`src/rtl/mbox_pkg.sv`:
```
// ----------------------------------------------------------------------------
// mbox_pkg
// Shared types and codes for the bounded mailbox FIFO: request kinds,
// result status codes, register indexes and the controller/datapath links.
// ----------------------------------------------------------------------------
package mbox_pkg;

    // fixed field widths
    localparam int CNT_W      = 5;
    localparam int OWNED_W    = 16;
    localparam int TOTAL_W    = 17;
    localparam int STAT_W     = 32;
    localparam int ID_W       = 32;
    localparam int CFG_IDX_W  = 1;
    localparam int CFG_DATA_W = 5;

    // entry memory depth, bounded by the width of the waiting count
    localparam int QUEUE_DEPTH = 16;

    localparam logic [OWNED_W-1:0] OWNED_MAX = '1;

    // request kinds
    typedef enum logic [1:0] {
        REQ_PUSH    = 2'd0,
        REQ_POP     = 2'd1,
        REQ_RELEASE = 2'd2,
        REQ_CLOSE   = 2'd3
    } req_t;

    // result status codes
    typedef enum logic [2:0] {
        ST_STORED       = 3'd0,
        ST_STORED_DROP  = 3'd1,
        ST_REJ_CLOSED   = 3'd2,
        ST_REJ_OVERFLOW = 3'd3,
        ST_FRAME        = 3'd4,
        ST_EMPTY        = 3'd5,
        ST_CLOSED       = 3'd6,
        ST_DONE         = 3'd7
    } status_t;

    // configuration register indexes
    localparam logic [CFG_IDX_W-1:0] CFG_IDX_CAPACITY = 1'b0;
    localparam logic [CFG_IDX_W-1:0] CFG_IDX_POLICY   = 1'b1;

    // overflow policy values
    localparam logic POLICY_DROP_OLDEST = 1'b0;
    localparam logic POLICY_REFUSE      = 1'b1;

    // controller to datapath commands
    typedef struct packed {
        logic load;      // capture request beat
        logic read_mem;  // read head entry
        logic exec;      // commit state and load result
    } mbox_cmd_t;

    // datapath to controller status
    typedef struct packed {
        logic out_ready; // result register can take a new beat
    } mbox_sts_t;

endpackage

```
`src/rtl/bounded_mailbox_fifo_top.sv`:
```
// ----------------------------------------------------------------------------
// bounded_mailbox_fifo_top
// Bounded FIFO mailbox with push, pop, release and close requests, a
// drop-oldest or refuse overflow policy and live statistics.
// ----------------------------------------------------------------------------
// Each request beat gives exactly one result beat. A request passes through
// capture at acceptance, a registered read of the head entry from the entry
// memory, and the state update that loads the result. The input is taken
// again the cycle after the result is loaded, so a new request is accepted
// only once the previous one has been committed, and a new request can be
// accepted while the previous result still waits on out_stall; the update of
// that next request waits until the result register is free. The queue holds
// up to 16 entries. Write the capacity and policy registers only while no
// request is in flight.
module bounded_mailbox_fifo_top #(
    parameter int PAYLOAD_WIDTH = 32
) (
    input  logic                                 clk,
    input  logic                                 rst_n,
    input  logic                                 cfg_we,
    input  logic [mbox_pkg::CFG_IDX_W-1:0]       cfg_index,
    input  logic [mbox_pkg::CFG_DATA_W-1:0]      cfg_data,
    input  logic                                 in_valid,
    output logic                                 in_stall,
    input  logic [1:0]                           req_type,
    input  logic [PAYLOAD_WIDTH-1:0]             push_payload,
    output logic                                 out_valid,
    input  logic                                 out_stall,
    output logic [2:0]                           status,
    output logic [mbox_pkg::ID_W-1:0]            frame_id,
    output logic [PAYLOAD_WIDTH-1:0]             pop_payload,
    output logic [mbox_pkg::CNT_W-1:0]           waiting_count,
    output logic [mbox_pkg::OWNED_W-1:0]         owned_count,
    output logic [mbox_pkg::CNT_W-1:0]           max_waiting_seen,
    output logic [mbox_pkg::TOTAL_W-1:0]         max_owned_seen,
    output logic [mbox_pkg::STAT_W-1:0]          stored_total,
    output logic [mbox_pkg::STAT_W-1:0]          popped_total,
    output logic [mbox_pkg::STAT_W-1:0]          dropped_total,
    output logic [mbox_pkg::STAT_W-1:0]          overflow_rejects,
    output logic [mbox_pkg::STAT_W-1:0]          closed_rejects
);
    import mbox_pkg::*;

    mbox_cmd_t cmd;
    mbox_sts_t sts;

    // request sequencer
    mbox_ctrl u_ctrl (
        .clk      (clk),
        .rst_n    (rst_n),
        .in_valid (in_valid),
        .in_stall (in_stall),
        .sts      (sts),
        .cmd      (cmd)
    );

    // queue datapath
    mbox_dp #(
        .PAYLOAD_WIDTH (PAYLOAD_WIDTH)
    ) u_dp (
        .clk              (clk),
        .rst_n            (rst_n),
        .cmd              (cmd),
        .sts              (sts),
        .cfg_we           (cfg_we),
        .cfg_index        (cfg_index),
        .cfg_data         (cfg_data),
        .req_type         (req_type),
        .push_payload     (push_payload),
        .out_valid        (out_valid),
        .out_stall        (out_stall),
        .status           (status),
        .frame_id         (frame_id),
        .pop_payload      (pop_payload),
        .waiting_count    (waiting_count),
        .owned_count      (owned_count),
        .max_waiting_seen (max_waiting_seen),
        .max_owned_seen   (max_owned_seen),
        .stored_total     (stored_total),
        .popped_total     (popped_total),
        .dropped_total    (dropped_total),
        .overflow_rejects (overflow_rejects),
        .closed_rejects   (closed_rejects)
    );

endmodule

```
`src/rtl/mbox_ctrl.sv`:
```
// ----------------------------------------------------------------------------
// mbox_ctrl
// Request sequencer: accepts a request beat, reads the head entry, then
// commits the update once the result register is free.
// ----------------------------------------------------------------------------
module mbox_ctrl (
    input  logic                clk,
    input  logic                rst_n,
    input  logic                in_valid,
    output logic                in_stall,
    input  mbox_pkg::mbox_sts_t sts,
    output mbox_pkg::mbox_cmd_t cmd
);
    import mbox_pkg::*;

    typedef enum logic [2:0] {
        S_IDLE = 3'b001,
        S_READ = 3'b010,
        S_EXEC = 3'b100
    } state_t;

    state_t state_reg;
    state_t state_next;

    // next state and commands
    always_comb
    begin
        state_next   = state_reg;
        cmd.load     = 1'b0;
        cmd.read_mem = 1'b0;
        cmd.exec     = 1'b0;
        case (state_reg)
            S_IDLE:
            begin
                if (in_valid)
                begin
                    cmd.load   = 1'b1;
                    state_next = S_READ;
                end
            end
            S_READ:
            begin
                cmd.read_mem = 1'b1;
                state_next   = S_EXEC;
            end
            S_EXEC:
            begin
                if (sts.out_ready)
                begin
                    cmd.exec   = 1'b1;
                    state_next = S_IDLE;
                end
            end
            default:
            begin
                state_next = S_IDLE;
            end
        endcase
    end

    // state register
    always_ff @(posedge clk or negedge rst_n)
    begin
        if (!rst_n)
        begin
            state_reg <= S_IDLE;
        end
        else
        begin
            state_reg <= state_next;
        end
    end

    assign in_stall = (state_reg != S_IDLE);

endmodule

```
`src/rtl/mbox_dp.sv`:
```
// ----------------------------------------------------------------------------
// mbox_dp
// Mailbox datapath: entry memory, queue pointers, ownership and statistics
// counters, configuration registers and the result register.
// ----------------------------------------------------------------------------
module mbox_dp #(
    parameter int PAYLOAD_WIDTH = 32
) (
    input  logic                                 clk,
    input  logic                                 rst_n,
    input  mbox_pkg::mbox_cmd_t                  cmd,
    output mbox_pkg::mbox_sts_t                  sts,
    input  logic                                 cfg_we,
    input  logic [mbox_pkg::CFG_IDX_W-1:0]       cfg_index,
    input  logic [mbox_pkg::CFG_DATA_W-1:0]      cfg_data,
    input  logic [1:0]                           req_type,
    input  logic [PAYLOAD_WIDTH-1:0]             push_payload,
    output logic                                 out_valid,
    input  logic                                 out_stall,
    output logic [2:0]                           status,
    output logic [mbox_pkg::ID_W-1:0]            frame_id,
    output logic [PAYLOAD_WIDTH-1:0]             pop_payload,
    output logic [mbox_pkg::CNT_W-1:0]           waiting_count,
    output logic [mbox_pkg::OWNED_W-1:0]         owned_count,
    output logic [mbox_pkg::CNT_W-1:0]           max_waiting_seen,
    output logic [mbox_pkg::TOTAL_W-1:0]         max_owned_seen,
    output logic [mbox_pkg::STAT_W-1:0]          stored_total,
    output logic [mbox_pkg::STAT_W-1:0]          popped_total,
    output logic [mbox_pkg::STAT_W-1:0]          dropped_total,
    output logic [mbox_pkg::STAT_W-1:0]          overflow_rejects,
    output logic [mbox_pkg::STAT_W-1:0]          closed_rejects
);
    import mbox_pkg::*;

    localparam int PTR_W = (QUEUE_DEPTH > 1) ? $clog2(QUEUE_DEPTH) : 1;
    localparam int SUM_W = $clog2(QUEUE_DEPTH + 1) + 1;
    localparam logic [PTR_W-1:0] LAST_SLOT = PTR_W'(QUEUE_DEPTH - 1);
    localparam logic [SUM_W-1:0] DEPTH_S   = SUM_W'(QUEUE_DEPTH);

    // entry memory
    logic [PAYLOAD_WIDTH-1:0] mem_pay [QUEUE_DEPTH];
    logic [ID_W-1:0]          mem_id  [QUEUE_DEPTH];

    // request and read data registers
    req_t                     req_reg;
    logic [PAYLOAD_WIDTH-1:0] pay_reg;
    logic [PAYLOAD_WIDTH-1:0] rd_pay_reg;
    logic [ID_W-1:0]          rd_id_reg;

    // queue and statistics state
    logic [PTR_W-1:0]   head_reg,     head_next;
    logic [CNT_W-1:0]   count_reg,    count_next;
    logic               closed_reg,   closed_next;
    logic [ID_W-1:0]    next_id_reg,  next_id_next;
    logic [OWNED_W-1:0] owned_reg,    owned_next;
    logic [STAT_W-1:0]  stored_reg,   stored_next;
    logic [STAT_W-1:0]  popped_reg,   popped_next;
    logic [STAT_W-1:0]  dropped_reg,  dropped_next;
    logic [STAT_W-1:0]  ovf_rej_reg,  ovf_rej_next;
    logic [STAT_W-1:0]  cls_rej_reg,  cls_rej_next;
    logic [CNT_W-1:0]   wm_wait_reg,  wm_wait_next;
    logic [TOTAL_W-1:0] wm_total_reg, wm_total_next;

    // configuration
    logic [CNT_W-1:0] cap_reg;
    logic             policy_reg;

    // result register
    logic                     out_valid_reg, out_valid_next;
    status_t                  st_reg;
    logic [ID_W-1:0]          fid_reg;
    logic [PAYLOAD_WIDTH-1:0] pop_pay_reg;

    // working signals
    logic [CNT_W-1:0]         eff_cap;
    logic                     full;
    logic [PTR_W-1:0]         head_inc;
    logic [PTR_W-1:0]         base_head;
    logic [CNT_W-1:0]         base_count;
    logic [SUM_W-1:0]         slot_sum;
    logic [PTR_W-1:0]         slot;
    logic                     mem_we;
    logic                     wm_upd;
    logic [TOTAL_W-1:0]       total_now;
    status_t                  st_comb;
    logic [ID_W-1:0]          fid_comb;
    logic [PAYLOAD_WIDTH-1:0] pop_pay_comb;

    // effective capacity, clamped to 1..QUEUE_DEPTH
    always_comb
    begin
        if (cap_reg == '0)
        begin
            eff_cap = CNT_W'(1);
        end
        else if (32'(cap_reg) > QUEUE_DEPTH)
        begin
            eff_cap = CNT_W'(QUEUE_DEPTH);
        end
        else
        begin
            eff_cap = cap_reg;
        end
    end

    assign full     = (count_reg >= eff_cap);
    assign head_inc = (head_reg == LAST_SLOT) ? '0 : head_reg + 1'b1;

    // tail slot, after the oldest entry is dropped when full
    assign base_head  = full ? head_inc : head_reg;
    assign base_count = full ? count_reg - 1'b1 : count_reg;
    assign slot_sum   = SUM_W'(base_head) + SUM_W'(base_count);
    assign slot       = (slot_sum >= DEPTH_S) ? PTR_W'(slot_sum - DEPTH_S)
                                              : PTR_W'(slot_sum);

    // request execution
    always_comb
    begin
        head_next    = head_reg;
        count_next   = count_reg;
        closed_next  = closed_reg;
        next_id_next = next_id_reg;
        owned_next   = owned_reg;
        stored_next  = stored_reg;
        popped_next  = popped_reg;
        dropped_next = dropped_reg;
        ovf_rej_next = ovf_rej_reg;
        cls_rej_next = cls_rej_reg;
        st_comb      = ST_DONE;
        fid_comb     = '0;
        pop_pay_comb = '0;
        mem_we       = 1'b0;
        wm_upd       = 1'b0;
        case (req_reg)
            REQ_PUSH:
            begin
                if (closed_reg)
                begin
                    cls_rej_next = cls_rej_reg + 1'b1;
                    st_comb      = ST_REJ_CLOSED;
                end
                else if (full && (policy_reg == POLICY_REFUSE))
                begin
                    ovf_rej_next = ovf_rej_reg + 1'b1;
                    st_comb      = ST_REJ_OVERFLOW;
                    wm_upd       = 1'b1;
                end
                else
                begin
                    if (full)
                    begin
                        head_next    = head_inc;
                        dropped_next = dropped_reg + 1'b1;
                        st_comb      = ST_STORED_DROP;
                    end
                    else
                    begin
                        st_comb = ST_STORED;
                    end
                    count_next   = base_count + 1'b1;
                    mem_we       = 1'b1;
                    fid_comb     = next_id_reg;
                    next_id_next = next_id_reg + 1'b1;
                    stored_next  = stored_reg + 1'b1;
                    wm_upd       = 1'b1;
                end
            end
            REQ_POP:
            begin
                if (count_reg == '0)
                begin
                    st_comb = closed_reg ? ST_CLOSED : ST_EMPTY;
                end
                else
                begin
                    fid_comb     = rd_id_reg;
                    pop_pay_comb = rd_pay_reg;
                    head_next    = head_inc;
                    count_next   = count_reg - 1'b1;
                    if (owned_reg != OWNED_MAX)
                    begin
                        owned_next = owned_reg + 1'b1;
                    end
                    popped_next = popped_reg + 1'b1;
                    st_comb     = ST_FRAME;
                    wm_upd      = 1'b1;
                end
            end
            REQ_RELEASE:
            begin
                if (owned_reg != '0)
                begin
                    owned_next = owned_reg - 1'b1;
                end
                wm_upd = 1'b1;
            end
            REQ_CLOSE:
            begin
                closed_next = 1'b1;
                wm_upd      = 1'b1;
            end
            default:
            begin
                st_comb = ST_DONE;
            end
        endcase
    end

    // watermarks from the updated state
    assign total_now = TOTAL_W'(count_next) + TOTAL_W'(owned_next);

    always_comb
    begin
        wm_wait_next  = wm_wait_reg;
        wm_total_next = wm_total_reg;
        if (wm_upd && (count_next > wm_wait_reg))
        begin
            wm_wait_next = count_next;
        end
        if (wm_upd && (total_now > wm_total_reg))
        begin
            wm_total_next = total_now;
        end
    end

    // result valid: set on commit, cleared when the beat is taken
    always_comb
    begin
        out_valid_next = out_valid_reg;
        if (cmd.exec)
        begin
            out_valid_next = 1'b1;
        end
        else if (!out_stall)
        begin
            out_valid_next = 1'b0;
        end
    end

    assign sts.out_ready = !out_valid_reg || !out_stall;

    // entry memory write and registered head read
    always_ff @(posedge clk)
    begin
        if (cmd.exec && mem_we)
        begin
            mem_pay[slot] <= pay_reg;
            mem_id[slot]  <= next_id_reg;
        end
        if (cmd.read_mem)
        begin
            rd_pay_reg <= mem_pay[head_reg];
            rd_id_reg  <= mem_id[head_reg];
        end
    end

    // request capture and result payload
    always_ff @(posedge clk)
    begin
        if (cmd.load)
        begin
            req_reg <= req_t'(req_type);
            pay_reg <= push_payload;
        end
        if (cmd.exec)
        begin
            st_reg      <= st_comb;
            fid_reg     <= fid_comb;
            pop_pay_reg <= pop_pay_comb;
        end
    end

    // control state, counters and configuration
    always_ff @(posedge clk or negedge rst_n)
    begin
        if (!rst_n)
        begin
            head_reg      <= '0;
            count_reg     <= '0;
            closed_reg    <= 1'b0;
            next_id_reg   <= ID_W'(1);
            owned_reg     <= '0;
            stored_reg    <= '0;
            popped_reg    <= '0;
            dropped_reg   <= '0;
            ovf_rej_reg   <= '0;
            cls_rej_reg   <= '0;
            wm_wait_reg   <= '0;
            wm_total_reg  <= '0;
            cap_reg       <= CNT_W'(16);
            policy_reg    <= POLICY_DROP_OLDEST;
            out_valid_reg <= 1'b0;
        end
        else
        begin
            out_valid_reg <= out_valid_next;
            if (cmd.exec)
            begin
                head_reg     <= head_next;
                count_reg    <= count_next;
                closed_reg   <= closed_next;
                next_id_reg  <= next_id_next;
                owned_reg    <= owned_next;
                stored_reg   <= stored_next;
                popped_reg   <= popped_next;
                dropped_reg  <= dropped_next;
                ovf_rej_reg  <= ovf_rej_next;
                cls_rej_reg  <= cls_rej_next;
                wm_wait_reg  <= wm_wait_next;
                wm_total_reg <= wm_total_next;
            end
            if (cfg_we && (cfg_index == CFG_IDX_CAPACITY))
            begin
                cap_reg <= cfg_data;
            end
            if (cfg_we && (cfg_index == CFG_IDX_POLICY))
            begin
                policy_reg <= cfg_data[0];
            end
        end
    end

    // result ports; statistics are live and only move on commit
    assign out_valid        = out_valid_reg;
    assign status           = st_reg;
    assign frame_id         = fid_reg;
    assign pop_payload      = pop_pay_reg;
    assign waiting_count    = count_reg;
    assign owned_count      = owned_reg;
    assign max_waiting_seen = wm_wait_reg;
    assign max_owned_seen   = wm_total_reg;
    assign stored_total     = stored_reg;
    assign popped_total     = popped_reg;
    assign dropped_total    = dropped_reg;
    assign overflow_rejects = ovf_rej_reg;
    assign closed_rejects   = cls_rej_reg;

endmodule
```
`config.mk`:
```
export PLATFORM = sky130hd
export DESIGN_NAME = bounded_mailbox_fifo_top
export DESIGN_NICKNAME = d
export VERILOG_FILES = /design/src/rtl/mbox_pkg.sv /design/src/rtl/bounded_mailbox_fifo_top.sv /design/src/rtl/mbox_ctrl.sv /design/src/rtl/mbox_dp.sv
export SDC_FILE = /design/constraint.sdc
export NUM_CORES = 2
export LEC_CHECK = 0
export BUFFER_PORTS_ARGS = -buffer_cell sky130_fd_sc_hd__buf_2
export CAP_MARGIN = 25
export CORE_MARGIN = 8
export CORE_UTILIZATION = 63
export CTS_BUF_LIST = sky130_fd_sc_hd__clkbuf_8
export CTS_CLUSTER_SIZE = 25
export DETAILED_ROUTE_END_ITERATION = 6
export PLACE_DENSITY_LB_ADDON = 0.08
export SYNTH_ARGS = -nofsm -noshare
export SYNTH_HDL_FRONTEND = slang
export SYNTH_SLANG_ARGS = --single-unit
```
`constraint.sdc`:
```
create_clock -name clk -period 13.65 [get_ports clk]
set_clock_uncertainty 0.2 [all_clocks]
set_input_delay 1.365 -clock clk [delete_from_list [all_inputs] [get_ports clk]]
set_output_delay 1.365 -clock clk [all_outputs]
set_load 0.005 [all_outputs]
```
==> run summary <==
Post-synth ARST share = 17.37%
Post-synth top area share = 61.51%
Largest net degree at the start of global routing = 133
Power share of the combinational group = 19.0%
Syn avg cell area = 16.62 sq um
Clock slew at reported path FFs = 60 ps
Num CTS Buffers = 215
Synthesized cell area = 0.05805 sq mm
Register Area = 0.04197 sq mm
Final ANT Viol Nets = 0
Final Hold Vio Count = 0
Clock power share = 31.2%
Dpl hpwl = 76970 microns
Crit-path max cell delay = 580 ps
CP Max Fanout = 24
Routed vias = 33489
Max Slew Vio Count = 0
WP buf/inv = 2
Gr usage total = 27.03%
Total negative setup slack = 0 ps
CTS root buffer = clkbuf_8
Final Cycle Share = 54.32%
Post-route setup slack = 6235 ps
Leak = 0.02511 uW
Status = finished, final reports clean
DIE AREA = 0.1021 sq mm
Synth area leaders = edfxtp_1 62%, dfrtp_1 11%, mux4_2 5.0%, mux2i_1 4.5%, xnor2_1 2.2%
Layout net count = 4016
Overflow after GRT = 0
Fin crit period = 7415 ps
Vias in the first global route = 33810
Regs by FF count = u_dp.mem_id: 512 flops, u_dp.mem_pay: 512 flops
Initial Util = 63.43%
CTS tree = done
Core area = 0.09152 sq mm
Postcts setup bufs = 0
Switching Power = 2967 uW
Drt pass-1 iters = 7
Worst Hold Class = flop to flop
Area delta synth->final = 12.36%
Int Pwr = 7382 uW
Residual DRC count = 0
Fmax = 0.1349 GHz
RSZ-0062 raised after global routing = false
Number of flops mapped to enable cells by yosys = 1189
Hold Buf Count CTS = 0
Final setup viols = 0
Maxcap violations = 0
Switching part of the total power = 28.67%
Total Wirelength = 140700 microns
Worst-Skew Late Latency = 890 ps
Iter 0 DRT Violations = 3281
WHS = 270.9 ps
Antenna violations before repair = 3
CP Data Arrival Time = 7950 ps
CP required = 14180 ps
Slew headroom = 22.11%
Port Buf Inserts = 316
Syn. warnings = 0
Startpoint Class = flop
Worst VDD drop = 0.1397 mV
CP Capture Type = flop
Fill cell count = 5790
Gate count after technology mapping = 3493
H-tree levels = 4
Via-to-Cell Ratio = 6.335
Seq/Total Area, Yosys = 72.29%
Die Ht = 319.6 microns
Worst path slowest cell = dfrtp_1
Worst path top cell family by delay = compound AO/OA/AOI/OAI gates
Post-Syn Nets = 3590
Final std cells w/o fill = 5286
Cts repair resizes = 0
Ports = 317
Post-synth cell types = 92
Worst slew pin tran = 1168 ps
Sequential power share = 49.8%
Synth area leader = edfxtp_1
Die span in x = 319.6 microns
Main synth FF type = edfxtp_1
Flops & latches, synth = 1439
CTS Buffer Depth = 3
DR WL/cell = 26.62 microns
Row count = 111
Most frequent cell after synthesis = edfxtp_1
Area occupied by multi-input gates = 0.01534 sq mm
Post-Place Cells = 4884
Critical path's most frequent cell = ha_1
First-pass GRT wire length = 209300 microns
Post-synth top cells = 1189 x edfxtp_1, 262 x mux2i_1, 247 x dfrtp_1
Fraction of final layout cells sized beyond drive strength 1 = 21.05%
Gpl congestion = 0.8679
Setup CP Type = flop to flop
Dpl ws = 6368 ps
CTS Sinks = 1439
Pwr/cell area = 158.7 mW/mm^2
-- worst register-to-register path: cells and delay by family, from the launching register on --
| family | cells | cell delay, ps |
|---|---|---|
| DFF | 1 | 580 |
| adders and majority gates | 4 | 1190 |
| AOI/OAI and AO/OA | 12 | 2980 |
| and+or+nand+nor | 7 | 1370 |
| muxes | 1 | 160 |
| buffers and inverters | 2 | 420 |
| xor gates and xnor gates | 2 | 380 |
-- routing by layer --
| layer | up-vias | part of all wire [%] | track usage [%] | routed length (microns) |
|---|---|---|---|---|
| li1 | 14610 | - | - | - |
| met1 | 16995 | 40 | 36.19 | 55620 |
| met2 | 1597 | 50 | 44.74 | 69660 |
| met3 | 287 | 7.8 | 4.799 | 10910 |
| met4 | 0 | 3.2 | 10.11 | 4525 |
| met5 | - | 0 | 0 | 0 |
-- layout by cell type (no fill, tap or decap), types with 6 or more instances in the layout --
cell type	synthesis	final
o22ai_1	7	7
inv_1	56	147
o21a_1	6	6
mux2_2	27	27
nor2_1	98	84
and3_1	89	88
buf_4	3	59
clkbuf_8	0	231
a21o_1	8	8
a311oi_1	6	6
mux4_2	128	128
a21oi_1	31	30
dfrtp_1	247	243
nand4_1	34	34
mux2i_1	262	262
nor4_1	20	16
nand3_1	82	82
o21ai_0	100	100
a22oi_1	65	65
nor3_1	27	27
nor2_4	0	14
a31oi_1	8	8
a22o_1	34	34
nor2b_1	13	12
and2_1	12	11
or3_1	8	8
a221oi_1	129	129
xor2_1	63	63
clkinv_2	0	20
nor4_2	2	6
nand2b_1	10	10
nand2_1	238	238
or4_1	6	6
clkinv_1	0	37
xnor2_1	149	149
edfxtp_1	1189	1189
buf_2	8	316
and4_1	16	16
ha_1	51	50
or2_2	6	6
-- kinds of logic (layout without fill, tap and decap cells) --
logic type | count (synthesis) | after routing | synth area share [%]
other | 0 | 1 | 0
adder cells (fa/ha/maj) | 54 | 54 | 1.168
XOR/XNOR | 213 | 213 | 3.239
flip-flops | 1439 | 1439 | 72.29
buffers and inverters | 230 | 836 | 1.558
AND/OR/NAND/NOR | 687 | 687 | 5.944
multiplexers | 418 | 418 | 10.03
AO/OA/AOI/OAI | 452 | 452 | 5.768
-- final cells by class --
cell class                 instances  area share, %
inverter                          56         0.3261
clock inverter                   166          1.270
clock buffer                     231          4.874
antenna                            1       0.003837
timing repair buffer             383          3.376
tap                             1186          2.275
multi-input combinational       1824          23.52
sequential                      1439          64.35
-- power by group through the flow --
stage | Sequential (uW) | Clock (uW) | Combinational, uW
finish | 5150 | 3230 | 1970
global route | 5170 | 3470 | 2120
CTS | 5160 | 3290 | 1940
detailed placement | 5240 | 0 | 1930
global placement | 5230 | 0 | 1900
floorplan | 5120 | 0 | 1470
-- through the flow --
stage / instance area (sq um) / util (%) / power [uW]
2_1_floorplan: 58050 / - / 6591
3_3_place_gp: 61090 / 66.75 / 7124
3_5_place_dp: 61130 / 66.79 / 7177
4_1_cts: 65140 / 71.17 / 10390
5_1_grt: 65230 / 71.27 / 10760
6_report: 65230 / 71.27 / 10350
-- final timing paths --
kind / startpoint / end / slack, ps / cells after the start
worst min-delay path: u_dp.popped_total[31] / u_dp.popped_total[31] / 270 / 1
worst max register to register: u_dp.waiting_count[0] / u_dp.max_owned_seen[15] / 6230 / 28
min in group asynchronous: rst_n / u_dp.max_owned_seen[12] / 330 / 1
max in group asynchronous: rst_n / u_dp.dropped_total[5] / 10800 / 4
worst max-delay path: u_dp.waiting_count[0] / u_dp.max_owned_seen[15] / 6230 / 28
worst min register to register: u_dp.popped_total[31] / u_dp.popped_total[31] / 270 / 1
(Power assumes the default switching activity.)
